File: config.mk
export PLATFORM = sky130hd
export DESIGN_NAME = number_literal_scanner
export DESIGN_NICKNAME = d
export VERILOG_FILES = /design/src/rtl/core/nmls_pkg.sv /design/src/rtl/core/number_literal_scanner.sv
export SDC_FILE = /design/constraint.sdc
export NUM_CORES = 1
export LEC_CHECK = 0
export ABC_AREA = 1
export BUFFER_PORTS_ARGS = -buffer_cell sky130_fd_sc_hd__buf_2
export CORE_ASPECT_RATIO = 1.4
export CORE_UTILIZATION = 47
export CTS_CLUSTER_DIAMETER = 50
export DETAILED_ROUTE_END_ITERATION = 10
export PLACE_DENSITY_LB_ADDON = 0.08
export SYNTH_ARGS = -nofsm -noshare
export SYNTH_HDL_FRONTEND = slang
export SYNTH_SLANG_ARGS = --single-unit
File: constraint.sdc
create_clock -name i_clk -period 11.6 [get_ports i_clk]
set_clock_uncertainty 0.2 [all_clocks]
set_input_delay 0.58 -clock i_clk [delete_from_list [all_inputs] [get_ports i_clk]]
set_output_delay 0.58 -clock i_clk [all_outputs]
set_load 0.005 [all_outputs]
File: src/rtl/core/nmls_pkg.sv
// Package with the scan modes, token kinds, character codes and result type.
`default_nettype none

package nmls_pkg;

    typedef enum logic [2:0] {
        MODE_IDLE = 3'd0,
        MODE_ZERO = 3'd1,
        MODE_DEC  = 3'd2,
        MODE_HEX  = 3'd3,
        MODE_FRAC = 3'd4,
        MODE_EXPS = 3'd5,
        MODE_EXPD = 3'd6
    } t_mode;

    typedef enum logic [2:0] {
        KIND_INT     = 3'd0,
        KIND_INT64   = 3'd1,
        KIND_FLOAT32 = 3'd2,
        KIND_FLOAT64 = 3'd3,
        KIND_BAD     = 3'd4
    } t_kind;

    typedef struct packed {
        logic        took_last;
        logic        too_large;
        t_kind       lit_kind;
        logic [7:0]  text_length;
        logic [63:0] int_value;
    } t_result;

    localparam logic [63:0] DEC_GUARD     = 64'd1844674407370955161;
    localparam logic [63:0] INT64_MIN_MAG = 64'h8000_0000_0000_0000;
    localparam logic [3:0]  DEC_LAST_OK   = 4'd5;
    localparam logic [7:0]  TEXT_CAP      = 8'd255;

    localparam logic [7:0] CH_0     = 8'h30;
    localparam logic [7:0] CH_9     = 8'h39;
    localparam logic [7:0] CH_LO_A  = 8'h61;
    localparam logic [7:0] CH_LO_F  = 8'h66;
    localparam logic [7:0] CH_UP_A  = 8'h41;
    localparam logic [7:0] CH_UP_F  = 8'h46;
    localparam logic [7:0] CH_LO_X  = 8'h78;
    localparam logic [7:0] CH_UP_X  = 8'h58;
    localparam logic [7:0] CH_LO_E  = 8'h65;
    localparam logic [7:0] CH_UP_E  = 8'h45;
    localparam logic [7:0] CH_LO_L  = 8'h6c;
    localparam logic [7:0] CH_DOT   = 8'h2e;
    localparam logic [7:0] CH_PLUS  = 8'h2b;
    localparam logic [7:0] CH_MINUS = 8'h2d;

    // Return {valid, nibble} for a hex digit character.
    function automatic logic [4:0] hex_digit(input logic [7:0] c);
        logic [7:0] v;
        v = 8'd0;
        if (c >= CH_0 && c <= CH_9) begin
            v = c - CH_0;
            return {1'b1, v[3:0]};
        end
        if (c >= CH_LO_A && c <= CH_LO_F) begin
            v = c - CH_LO_A + 8'd10;
            return {1'b1, v[3:0]};
        end
        if (c >= CH_UP_A && c <= CH_UP_F) begin
            v = c - CH_UP_A + 8'd10;
            return {1'b1, v[3:0]};
        end
        return 5'd0;
    endfunction

endpackage

`default_nettype wire

File: src/rtl/core/number_literal_scanner.sv
// Number literal scanner: input register, single-pass scan logic and result register.
`default_nettype none

// Takes one character request per cycle and reports each finished number literal
// (integer, int64, float32, float64 or bad) with its 64-bit value and saturated length.
// Requests pass the input register; the result of the one that ends a token is registered.
// The sustained rate is one request per clock: the scan step (decimal multiply-by-ten add,
// guard compare, hex shift) is one pass of logic between the input and result registers,
// and only a waiting result that is not taken stalls the input side.
module number_literal_scanner #(
    parameter int TEXT_LIMIT = 255
) (
    input  wire         i_clk,
    input  wire         i_rst_n,
    input  wire         i_s_axis_tvalid,
    output logic        o_s_axis_tready,
    input  wire  [7:0]  i_s_axis_tdata,   // [7:0] ch
    input  wire         i_s_axis_tlast,   // at_line_end
    input  wire         i_s_axis_tuser,   // [0] start_req
    output logic        o_m_axis_tvalid,
    input  wire         i_m_axis_tready,
    output logic [71:0] o_m_axis_tdata,   // [63:0] int_value, [71:64] text_length
    output logic [4:0]  o_m_axis_tuser    // [2:0] lit_kind, [3] too_large, [4] took_last
);

    localparam logic [7:0] CNT_LIM = (TEXT_LIMIT > 255) ? nmls_pkg::TEXT_CAP
                                                       : 8'(TEXT_LIMIT);

    logic              r_in_valid;
    logic [7:0]        r_in_ch;
    logic              r_in_eol;
    logic              r_in_st;

    nmls_pkg::t_mode   r_mode, n_mode;
    logic [63:0]       r_accum, n_accum;
    logic              r_ovf, n_ovf;
    logic [7:0]        r_count, n_count;

    logic              r_out_valid;
    nmls_pkg::t_result r_out, n_out;

    logic              w_adv, w_fire, w_emit;
    logic              w_dig, w_hex_ok, w_sfx;
    logic [3:0]        w_dig_val, w_hex_val;
    logic [4:0]        w_hex;
    logic [7:0]        w_cnt_inc;
    logic [7:0]        w_dig_full;
    logic [63:0]       w_mul10;
    logic              w_bad, w_is_float;

    assign w_adv           = !r_out_valid || i_m_axis_tready;
    assign w_fire          = r_in_valid && w_adv;
    assign o_s_axis_tready = !r_in_valid || w_adv;

    assign w_dig      = (r_in_ch >= nmls_pkg::CH_0) && (r_in_ch <= nmls_pkg::CH_9);
    assign w_dig_full = r_in_ch - nmls_pkg::CH_0;
    assign w_dig_val  = w_dig_full[3:0];
    assign w_hex      = nmls_pkg::hex_digit(r_in_ch);
    assign w_hex_ok   = w_hex[4];
    assign w_hex_val  = w_hex[3:0];
    assign w_cnt_inc  = (r_count < CNT_LIM) ? r_count + 8'd1 : r_count;
    assign w_mul10    = (r_accum << 3) + (r_accum << 1) + {60'd0, w_dig_val};
    assign w_is_float = (r_mode == nmls_pkg::MODE_FRAC) || (r_mode == nmls_pkg::MODE_EXPS)
                     || (r_mode == nmls_pkg::MODE_EXPD);
    assign w_bad      = r_ovf || (r_mode != nmls_pkg::MODE_HEX
                                  && r_accum > nmls_pkg::INT64_MIN_MAG);

    always_comb begin
        n_mode  = r_mode;
        n_accum = r_accum;
        n_ovf   = r_ovf;
        n_count = r_count;
        w_emit  = 1'b0;
        w_sfx   = 1'b0;

        if (r_mode != nmls_pkg::MODE_IDLE) begin
            if (r_in_st || r_in_eol) begin
                w_emit = 1'b1;
            end else begin
                unique case (r_mode) inside
                    nmls_pkg::MODE_ZERO, nmls_pkg::MODE_DEC: begin
                        if (w_dig) begin
                            if (!r_ovf) begin
                                if (r_accum > nmls_pkg::DEC_GUARD
                                    || (r_accum == nmls_pkg::DEC_GUARD
                                        && w_dig_val > nmls_pkg::DEC_LAST_OK)) begin
                                    n_ovf = 1'b1;
                                end else begin
                                    n_accum = w_mul10;
                                end
                            end
                            n_mode  = nmls_pkg::MODE_DEC;
                            n_count = w_cnt_inc;
                        end else if (r_mode == nmls_pkg::MODE_ZERO
                                     && (r_in_ch == nmls_pkg::CH_LO_X
                                         || r_in_ch == nmls_pkg::CH_UP_X)) begin
                            n_mode  = nmls_pkg::MODE_HEX;
                            n_count = w_cnt_inc;
                        end else if (r_in_ch == nmls_pkg::CH_DOT) begin
                            n_mode  = nmls_pkg::MODE_FRAC;
                            n_count = w_cnt_inc;
                        end else if (r_in_ch == nmls_pkg::CH_LO_E
                                     || r_in_ch == nmls_pkg::CH_UP_E) begin
                            n_mode  = nmls_pkg::MODE_EXPS;
                            n_count = w_cnt_inc;
                        end else if (r_in_ch == nmls_pkg::CH_LO_L) begin
                            w_emit = 1'b1;
                            w_sfx  = 1'b1;
                        end else begin
                            w_emit = 1'b1;
                        end
                    end
                    nmls_pkg::MODE_HEX: begin
                        if (w_hex_ok) begin
                            if (!r_ovf) begin
                                if (r_accum[63:60] != 4'd0) begin
                                    n_ovf = 1'b1;
                                end else begin
                                    n_accum = {r_accum[59:0], w_hex_val};
                                end
                            end
                            n_count = w_cnt_inc;
                        end else if (r_in_ch == nmls_pkg::CH_LO_L) begin
                            w_emit = 1'b1;
                            w_sfx  = 1'b1;
                        end else begin
                            w_emit = 1'b1;
                        end
                    end
                    nmls_pkg::MODE_FRAC: begin
                        if (w_dig) begin
                            n_count = w_cnt_inc;
                        end else if (r_in_ch == nmls_pkg::CH_LO_E
                                     || r_in_ch == nmls_pkg::CH_UP_E) begin
                            n_mode  = nmls_pkg::MODE_EXPS;
                            n_count = w_cnt_inc;
                        end else if (r_in_ch == nmls_pkg::CH_LO_F) begin
                            w_emit = 1'b1;
                            w_sfx  = 1'b1;
                        end else begin
                            w_emit = 1'b1;
                        end
                    end
                    nmls_pkg::MODE_EXPS: begin
                        if (w_dig || r_in_ch == nmls_pkg::CH_PLUS
                            || r_in_ch == nmls_pkg::CH_MINUS) begin
                            n_mode  = nmls_pkg::MODE_EXPD;
                            n_count = w_cnt_inc;
                        end else if (r_in_ch == nmls_pkg::CH_LO_F) begin
                            w_emit = 1'b1;
                            w_sfx  = 1'b1;
                        end else begin
                            w_emit = 1'b1;
                        end
                    end
                    nmls_pkg::MODE_EXPD: begin
                        if (w_dig) begin
                            n_count = w_cnt_inc;
                        end else if (r_in_ch == nmls_pkg::CH_LO_F) begin
                            w_emit = 1'b1;
                            w_sfx  = 1'b1;
                        end else begin
                            w_emit = 1'b1;
                        end
                    end
                    default: begin
                        n_mode = nmls_pkg::MODE_IDLE;
                    end
                endcase
            end
        end

        // Build the token report from the state before this request.
        n_out.took_last   = w_sfx;
        n_out.text_length = w_sfx ? w_cnt_inc : r_count;
        n_out.too_large   = 1'b0;
        n_out.int_value   = 64'd0;
        if (w_is_float) begin
            n_out.lit_kind = w_sfx ? nmls_pkg::KIND_FLOAT32 : nmls_pkg::KIND_FLOAT64;
        end else if (w_bad) begin
            n_out.lit_kind  = nmls_pkg::KIND_BAD;
            n_out.too_large = 1'b1;
        end else begin
            n_out.lit_kind  = w_sfx ? nmls_pkg::KIND_INT64 : nmls_pkg::KIND_INT;
            n_out.int_value = r_accum;
        end

        if (w_emit) begin
            n_mode  = nmls_pkg::MODE_IDLE;
            n_accum = 64'd0;
            n_ovf   = 1'b0;
            n_count = 8'd0;
        end

        // Open a new literal at a start request on a digit.
        if (r_in_st && !r_in_eol && w_dig) begin
            n_mode  = (r_in_ch == nmls_pkg::CH_0) ? nmls_pkg::MODE_ZERO : nmls_pkg::MODE_DEC;
            n_accum = {60'd0, w_dig_val};
            n_ovf   = 1'b0;
            n_count = 8'd1;
        end
    end

    always_ff @(posedge i_clk) begin
        if (!i_rst_n) begin
            r_in_valid <= 1'b0;
        end else if (o_s_axis_tready) begin
            r_in_valid <= i_s_axis_tvalid;
        end
    end

    always_ff @(posedge i_clk) begin
        if (i_s_axis_tvalid && o_s_axis_tready) begin
            r_in_ch  <= i_s_axis_tdata;
            r_in_eol <= i_s_axis_tlast;
            r_in_st  <= i_s_axis_tuser;
        end
    end

    always_ff @(posedge i_clk) begin
        if (!i_rst_n) begin
            r_mode  <= nmls_pkg::MODE_IDLE;
            r_accum <= 64'd0;
            r_ovf   <= 1'b0;
            r_count <= 8'd0;
        end else if (w_fire) begin
            r_mode  <= n_mode;
            r_accum <= n_accum;
            r_ovf   <= n_ovf;
            r_count <= n_count;
        end
    end

    always_ff @(posedge i_clk) begin
        if (!i_rst_n) begin
            r_out_valid <= 1'b0;
        end else if (w_adv) begin
            r_out_valid <= w_fire && w_emit;
        end
    end

    always_ff @(posedge i_clk) begin
        if (w_fire && w_emit) begin
            r_out <= n_out;
        end
    end

    assign o_m_axis_tvalid = r_out_valid;
    assign o_m_axis_tdata  = {r_out.text_length, r_out.int_value};
    assign o_m_axis_tuser  = {r_out.took_last, r_out.too_large, r_out.lit_kind};

    a_float_zero: assert property (@(posedge i_clk) disable iff (!i_rst_n)
        r_out_valid && (r_out.lit_kind == nmls_pkg::KIND_FLOAT32
                        || r_out.lit_kind == nmls_pkg::KIND_FLOAT64)
        |-> r_out.int_value == 64'd0 && !r_out.too_large)
        else $error("float token carries an integer value");

    a_bad_flag: assert property (@(posedge i_clk) disable iff (!i_rst_n)
        r_out_valid |-> r_out.too_large == (r_out.lit_kind == nmls_pkg::KIND_BAD))
        else $error("too_large disagrees with token kind");

    a_idle_clear: assert property (@(posedge i_clk) disable iff (!i_rst_n)
        r_mode == nmls_pkg::MODE_IDLE |-> r_count == 8'd0 && r_accum == 64'd0 && !r_ovf)
        else $error("idle scanner holds token state");

    a_emit_shown: assert property (@(posedge i_clk) disable iff (!i_rst_n)
        w_fire && w_emit |=> r_out_valid)
        else $error("finished token not presented");

    a_count_cap: assert property (@(posedge i_clk) disable iff (!i_rst_n)
        r_count <= CNT_LIM && (!r_out_valid || r_out.text_length != 8'd0))
        else $error("length out of range");

endmodule

`default_nettype wire

* After elaboration in Yosys (flattened, before gate mapping)
Cells that the tools add are included.
** Storage, ports and cells
- Output and inout port bits :: 79
- Register bits after elaboration :: 165
- Input port bits :: 14
- Word-level logic and storage cells :: 189
** Operators by class
- Reduce and logical (&&, ||, !) cells :: 37
- Mux-type cells :: 91
- Equal/unequal tests :: 29
- $add $sub $neg :: 8
- $lt $le $gt $ge :: 10
** Operator list (count)
- 64-bit two-way mux :: 10
- 64-bit case mux with 2 select lines :: 1
- 8-bit two-way mux :: 14
- 64-bit by 4-bit adder with 64-bit output :: 1
- 64-bit adder :: 1
- 64-bit by 61-bit == test with 1-bit output (second input constant) :: 1
- 64-bit by 61-bit greater-than comparator with 1-bit output (second input constant) :: 1
- 64-bit greater-than comparator (second input constant) :: 1
- 8-bit by 7-bit == test with 1-bit output (second input constant) :: 6
- 1-bit two-way mux :: 42
- 8-bit case mux with 5 select lines :: 1
- 3-bit two-way mux :: 12
- 8-bit by 6-bit == test with 1-bit output (second input constant) :: 4
- 5-bit two-way mux :: 6
- 4-bit by 3-bit inequality test with 1-bit output (second input constant) :: 5
- 8-bit by 7-bit >= comparator with 1-bit output (second input constant) :: 2
- 8-bit by 7-bit <= comparator with 1-bit output (second input constant) :: 2
- 4-bit inequality test (second input constant) :: 3
- 3-bit case mux with 4 select lines :: 1
- 6-bit AND reduction :: 2
- 4-bit by 1-bit subtractor with 4-bit output (second input constant) :: 3
- 1-bit logical AND :: 11
- 1-bit logical OR :: 11
- 1-bit case mux with 5 select lines :: 2
- other kinds (21) :: 32

* Longest topological paths before layout
- Depth in word-level cells :: 17
- Mapped depth :: 20
- Mapped depth without buffers :: 20

* Least setup slack after synthesis
No wires, ideal clock.
- Path kind :: register to register
- Start :: register r_in_ch[1]
- End :: register r_out (netlist bit o_m_axis_tdata[0]) (enable)
- Data arrival time :: 4746 ps
- Period minus slack after synthesis :: 5458 ps
- Slack :: 6142 ps
- Cell stages (with the launch flop) :: 13
- Library setup time :: 512 ps
- Required time :: 10888 ps
- Buffers on the path :: 1
- Cell sequence :: edfxtp_1 -> inv_1 -> ha_1 -> nor2_1 -> nand2_1 -> nand3_2 -> buf_6 -> nand3_1 -> nand2_1 -> nor2_1 -> nand3_1 -> nand2_4 -> nor2_1
** On the way
- Word-level cells in the longest chain between the ends :: 13
- Elaborated cells between the ends (all ways) :: 44
- Classes of those cells :: order compare (6); eq/ne (7); mux (22); reduce/logical (9)
** RTL lines
- start, declared :: line number_literal_scanner.sv:30 : logic [7:0] r_in_ch;
- start signal, assigned :: line number_literal_scanner.sv:214 : r_in_ch <= i_s_axis_tdata;
- 8-bit by 7-bit >= comparator with 1-bit output / 8-bit by 7-bit <= comparator with 1-bit output (equally long branches) :: line nmls_pkg.sv:64 : if (c >= CH_UP_A && c <= CH_UP_F) begin
- 1-bit logical AND :: line nmls_pkg.sv:64
- 1-bit two-way mux (2 in a row) :: line nmls_pkg.sv:64
- 1-bit two-way mux :: line nmls_pkg.sv:60 : if (c >= CH_LO_A && c <= CH_LO_F) begin
- 5-bit two-way mux :: line nmls_pkg.sv:68 : return 5'd0;
- 5-bit two-way mux :: line nmls_pkg.sv:64
- 5-bit two-way mux :: line nmls_pkg.sv:60
- 1-bit two-way mux :: line number_literal_scanner.sv:114 : if (w_hex_ok) begin
- 1-bit case mux with 5 select lines (*) :: line number_literal_scanner.sv:80 : unique case (r_mode) inside
- 1-bit two-way mux (*) :: line number_literal_scanner.sv:77 : if (r_in_st || r_in_eol) begin
- 1-bit two-way mux (*) :: line number_literal_scanner.sv:76 : if (r_mode != nmls_pkg::MODE_IDLE) begin
- 1-bit logical AND (*) :: line number_literal_scanner.sv:243 : if (w_fire && w_emit) begin
- end signal, assigned :: line number_literal_scanner.sv:244 : r_out <= n_out;
- end, declared :: line number_literal_scanner.sv:40 : nmls_pkg::t_result r_out, n_out;
Every way passes the cells marked *; elsewhere a longest branch is shown, timed or not. The select of a mux whose other input is x is not followed.
A chain may end at the register's enable or synchronous reset.

* Worst setup path after layout
- Start :: register r_in_ch[1]
- End :: register r_accum[63]
** On the way
- Word-level cells in the longest chain between the ends :: 14
- Elaborated cells between the ends (all ways) :: 67
- Classes of those cells :: add/sub (2); order compare (7); eq/ne (14); mux (30); reduce/logical (14)
** RTL lines
- parallel branches: the longest is 14 deep, another holds 64-bit by 4-bit adder with 64-bit output
- end signal, assigned :: line number_literal_scanner.sv:228 : r_accum <= n_accum;
- end, declared :: line number_literal_scanner.sv:35 : logic [63:0] r_accum, n_accum;
Parallel ways; which one is timed is not known. The select of a mux whose other input is x is not followed.

==> out/metrics.csv <==
metric,value,unit
worst endpoint data arrival time,4.49,ns
num rows,75,
worst min-delay path class,in2reg,
CTS root buf,clkbuf_16,
"slowest stage delay, CP",0.63,ns
Starting Density,48.0,%
Setup CP Type,reg2reg,
GP Congestion,1.02,
"FFs w/ async S/R, synth",0,%
Crit path required time,11.77,ns
Worst Max-Slew Pin Slew,0.969,ns
DRT Pass-1 Iters,6,
final clock period utilization by the worst path,37.3,%
largest net degree at the start of global routing,82,
status,"complete, no violations",
unrepaired setup endpoints after global routing,no,
crit path cell chain,inv_1 > ha_1 > nor2_1 > nand2_1 > nand3_2 > nand3_2 > nor2_1 > nor2_1 > nand3_1 > nand2_4 > nand2_4 > inv_4 > nand2_1 > nand3_4 > nand2_1 > a21oi_1,
IO Port Bufs,92,
Mapped Cells,2303,
r2r startpoint,r_in_ch[1],
dominant cell by count in the synthesized netlist,nand2_1,
Clock Tree Buf Depth,2,
"Slowest-stage cell, CP",nand3_4,
Synth Warn #,0,
hold endpoint,r_in_ch[7],
"Seq/Total Area, Yosys",28.7,%
initial antenna violation count,0,
relative slew slack,34.8,%
CTS sink count,164,
Placed Cells,2734,
share of layout cells above drive strength 1,6.93,%
Worst setup SP type,register,
CTS Hold Bufs,0,
Num CTS Buffers,17,
I/O pin count,93,
ant diodes,0,
pwr dens,77.3,nW/um^2
hold path depth,1,
full die area,31500,um^2
minimum clock period after layout,4.32,ns
maximum vdd drop,107,uV
syn nets,2447,
count of cell types in the netlist,44,
CTS tree,done,
Area growth syn-to-layout,9.11,%
fin nets,2512,
Clock Latency Late Sink,0.45,ns
setup TNS,0,ns
H-tree Lvls,4,
post-synth design cell area,14500,um^2
Pleak,8.08,nW
Levels on crit path,16,
Max-Cap Viols,0,
HPWL Detailed,40.9,mm
r2r setup slk,7.28,ns
"Max FO, Critical Path",64,
fin area,15800,um^2
Clock transition at path regs,0.08,ns
Max Clock Freq,231,MHz
Die Span X,150,um
ys flop type,edfxtp_1,
placed inst area,15200,um^2
Max Slew Vio Count,0,
"EDFF count, synth",86,
global-route wire length before repair,79.1,mm
via/cell ratio,5.45,
Final Hold Vio Count,0,
top post-synthesis cells by count,"nand2_1 (697), inv_1 (367), nor2_1 (298), a21oi_1 (165), nand3_1 (142)",
Critical R2R Capture,r_accum[63],
drt total wl,51.2,mm
CP bufs+invs,2,
gr usage total,33.4,%
Mapped Avg Cell Area,6.28,um^2
Post-Layout Cell Count,2766,
drt wl/cell,18.5,um
CORE AREA,30100,um^2
Synth top area share,18.1,%
Top delay family on crit path,simple AND/OR/NAND/NOR gates,
post-route ant nets,0,
drt initial violations,1249,
via count,15062,
post-CTS sizing,0,
Reg2Reg Depth,16,
CP Capture Type,register,
synth top area cells,"nand2_1 (18%), edfxtp_1 (18%), ha_1 (11%)",
postcts setup bufs,0,
final setup violation count,0,
dominant cell type by area after synthesis,nand2_1,
Hold Path Origin,i_s_axis_tdata[7],
number of global-route vias before repair,14138,
GRT overflow,0,
Yosys reg bits,164,
Die Y,210,um
Total Power,1.22,mW
DRC,0,
==> worst max-delay path by stage <==
stage	from	to	slack, ns
floorplan	r_in_ch[1]	o_m_axis_tdata[0]	6.14
global placement	r_in_ch[1]	r_accum[41]	7.44
detailed placement	r_in_ch[1]	r_accum[33]	7.36
CTS	r_in_ch[1]	r_accum[63]	7.34
global route	r_in_ch[1]	r_accum[45]	6.94
finish	r_in_ch[1]	r_accum[63]	7.28
==> final cells by class <==
type | instances | area, um^2
fill | 3261 | 14300
clock buffer | 17 | 425
tap | 385 | 482
multi-input combinational | 1712 | 8640
timing repair buffer | 99 | 513
sequential | 164 | 4140
clock inverter | 15 | 160
inverter | 374 | 1410
==> power by group <==
part	internal, mW	leakage, nW	switching, mW
combinational	0.0105	6.33	0.0294
clock	0.288	0.285	0.278
sequential	0.609	1.47	0.00323
==> registers in the layout, indices dropped and copies added, names as in the netlist <==
signal	flops
o_m_axis_tvalid	1
o_m_axis_tuser	4
r_mode	3
o_m_axis_tdata	72
r_in_eol	1
r_in_ch	8
r_in_st	1
r_count	8
r_ovf	1
r_in_valid	1
r_accum	64
==> metrics by stage <==
stage	setup slack (ns)	utilization (%)	hold WS [ns]
finish	7.28	52.4	0.0953
global route	6.94	52.4	0.0871
CTS	7.34	52.4	0.0899
detailed placement	7.36	50.4	0.301
global placement	7.44	50.4	0.307
floorplan	6.14	-	0.259
==> cells by family (layout without fill, tap and decap cells) <==
group	count (synthesis)	count (layout)	share of synthesized area, %
AOI/OAI and AO/OA	323	323	11.9
xor gates and xnor gates	14	14	0.848
adders and majority gates	130	130	11.4
buffers and inverters	427	505	11.7
DFF	164	164	28.7
and+or+nand+nor	1245	1245	35.5
==> metal layers <==
layer | global-route usage (%) | vias to the layer above | share of wire (%)
li1 | - | 7538 | -
met1 | 44.5 | 6980 | 44
met2 | 55.1 | 459 | 47
met3 | 3.24 | 85 | 4.8
met4 | 13.8 | 0 | 4.0
met5 | 0 | - | 0
==> cell usage in the layout, fill, tap and decap left out, types with 4 or more instances in the layout <==
cell type	synthesis	layout
ha_1	128	128
o21ai_0	116	115
a31oi_1	4	4
a21oi_1	165	165
nand3_1	142	142
xnor2_1	4	4
o21a_1	4	4
xor2_1	10	10
buf_4	2	7
buf_2	6	92
inv_8	0	6
o21bai_1	5	5
o211ai_1	7	7
clkbuf_16	0	17
nand2_1	697	697
inv_1	367	367
inv_2	4	4
nor2_1	298	296
o22ai_1	8	8
dfxtp_1	78	78
a21o_1	5	5
nor4_1	6	6
edfxtp_1	86	86
nor3_1	27	27
clkinv_4	0	4
nand4_1	47	47
or2_2	12	12
(Power assumes the default switching activity.)
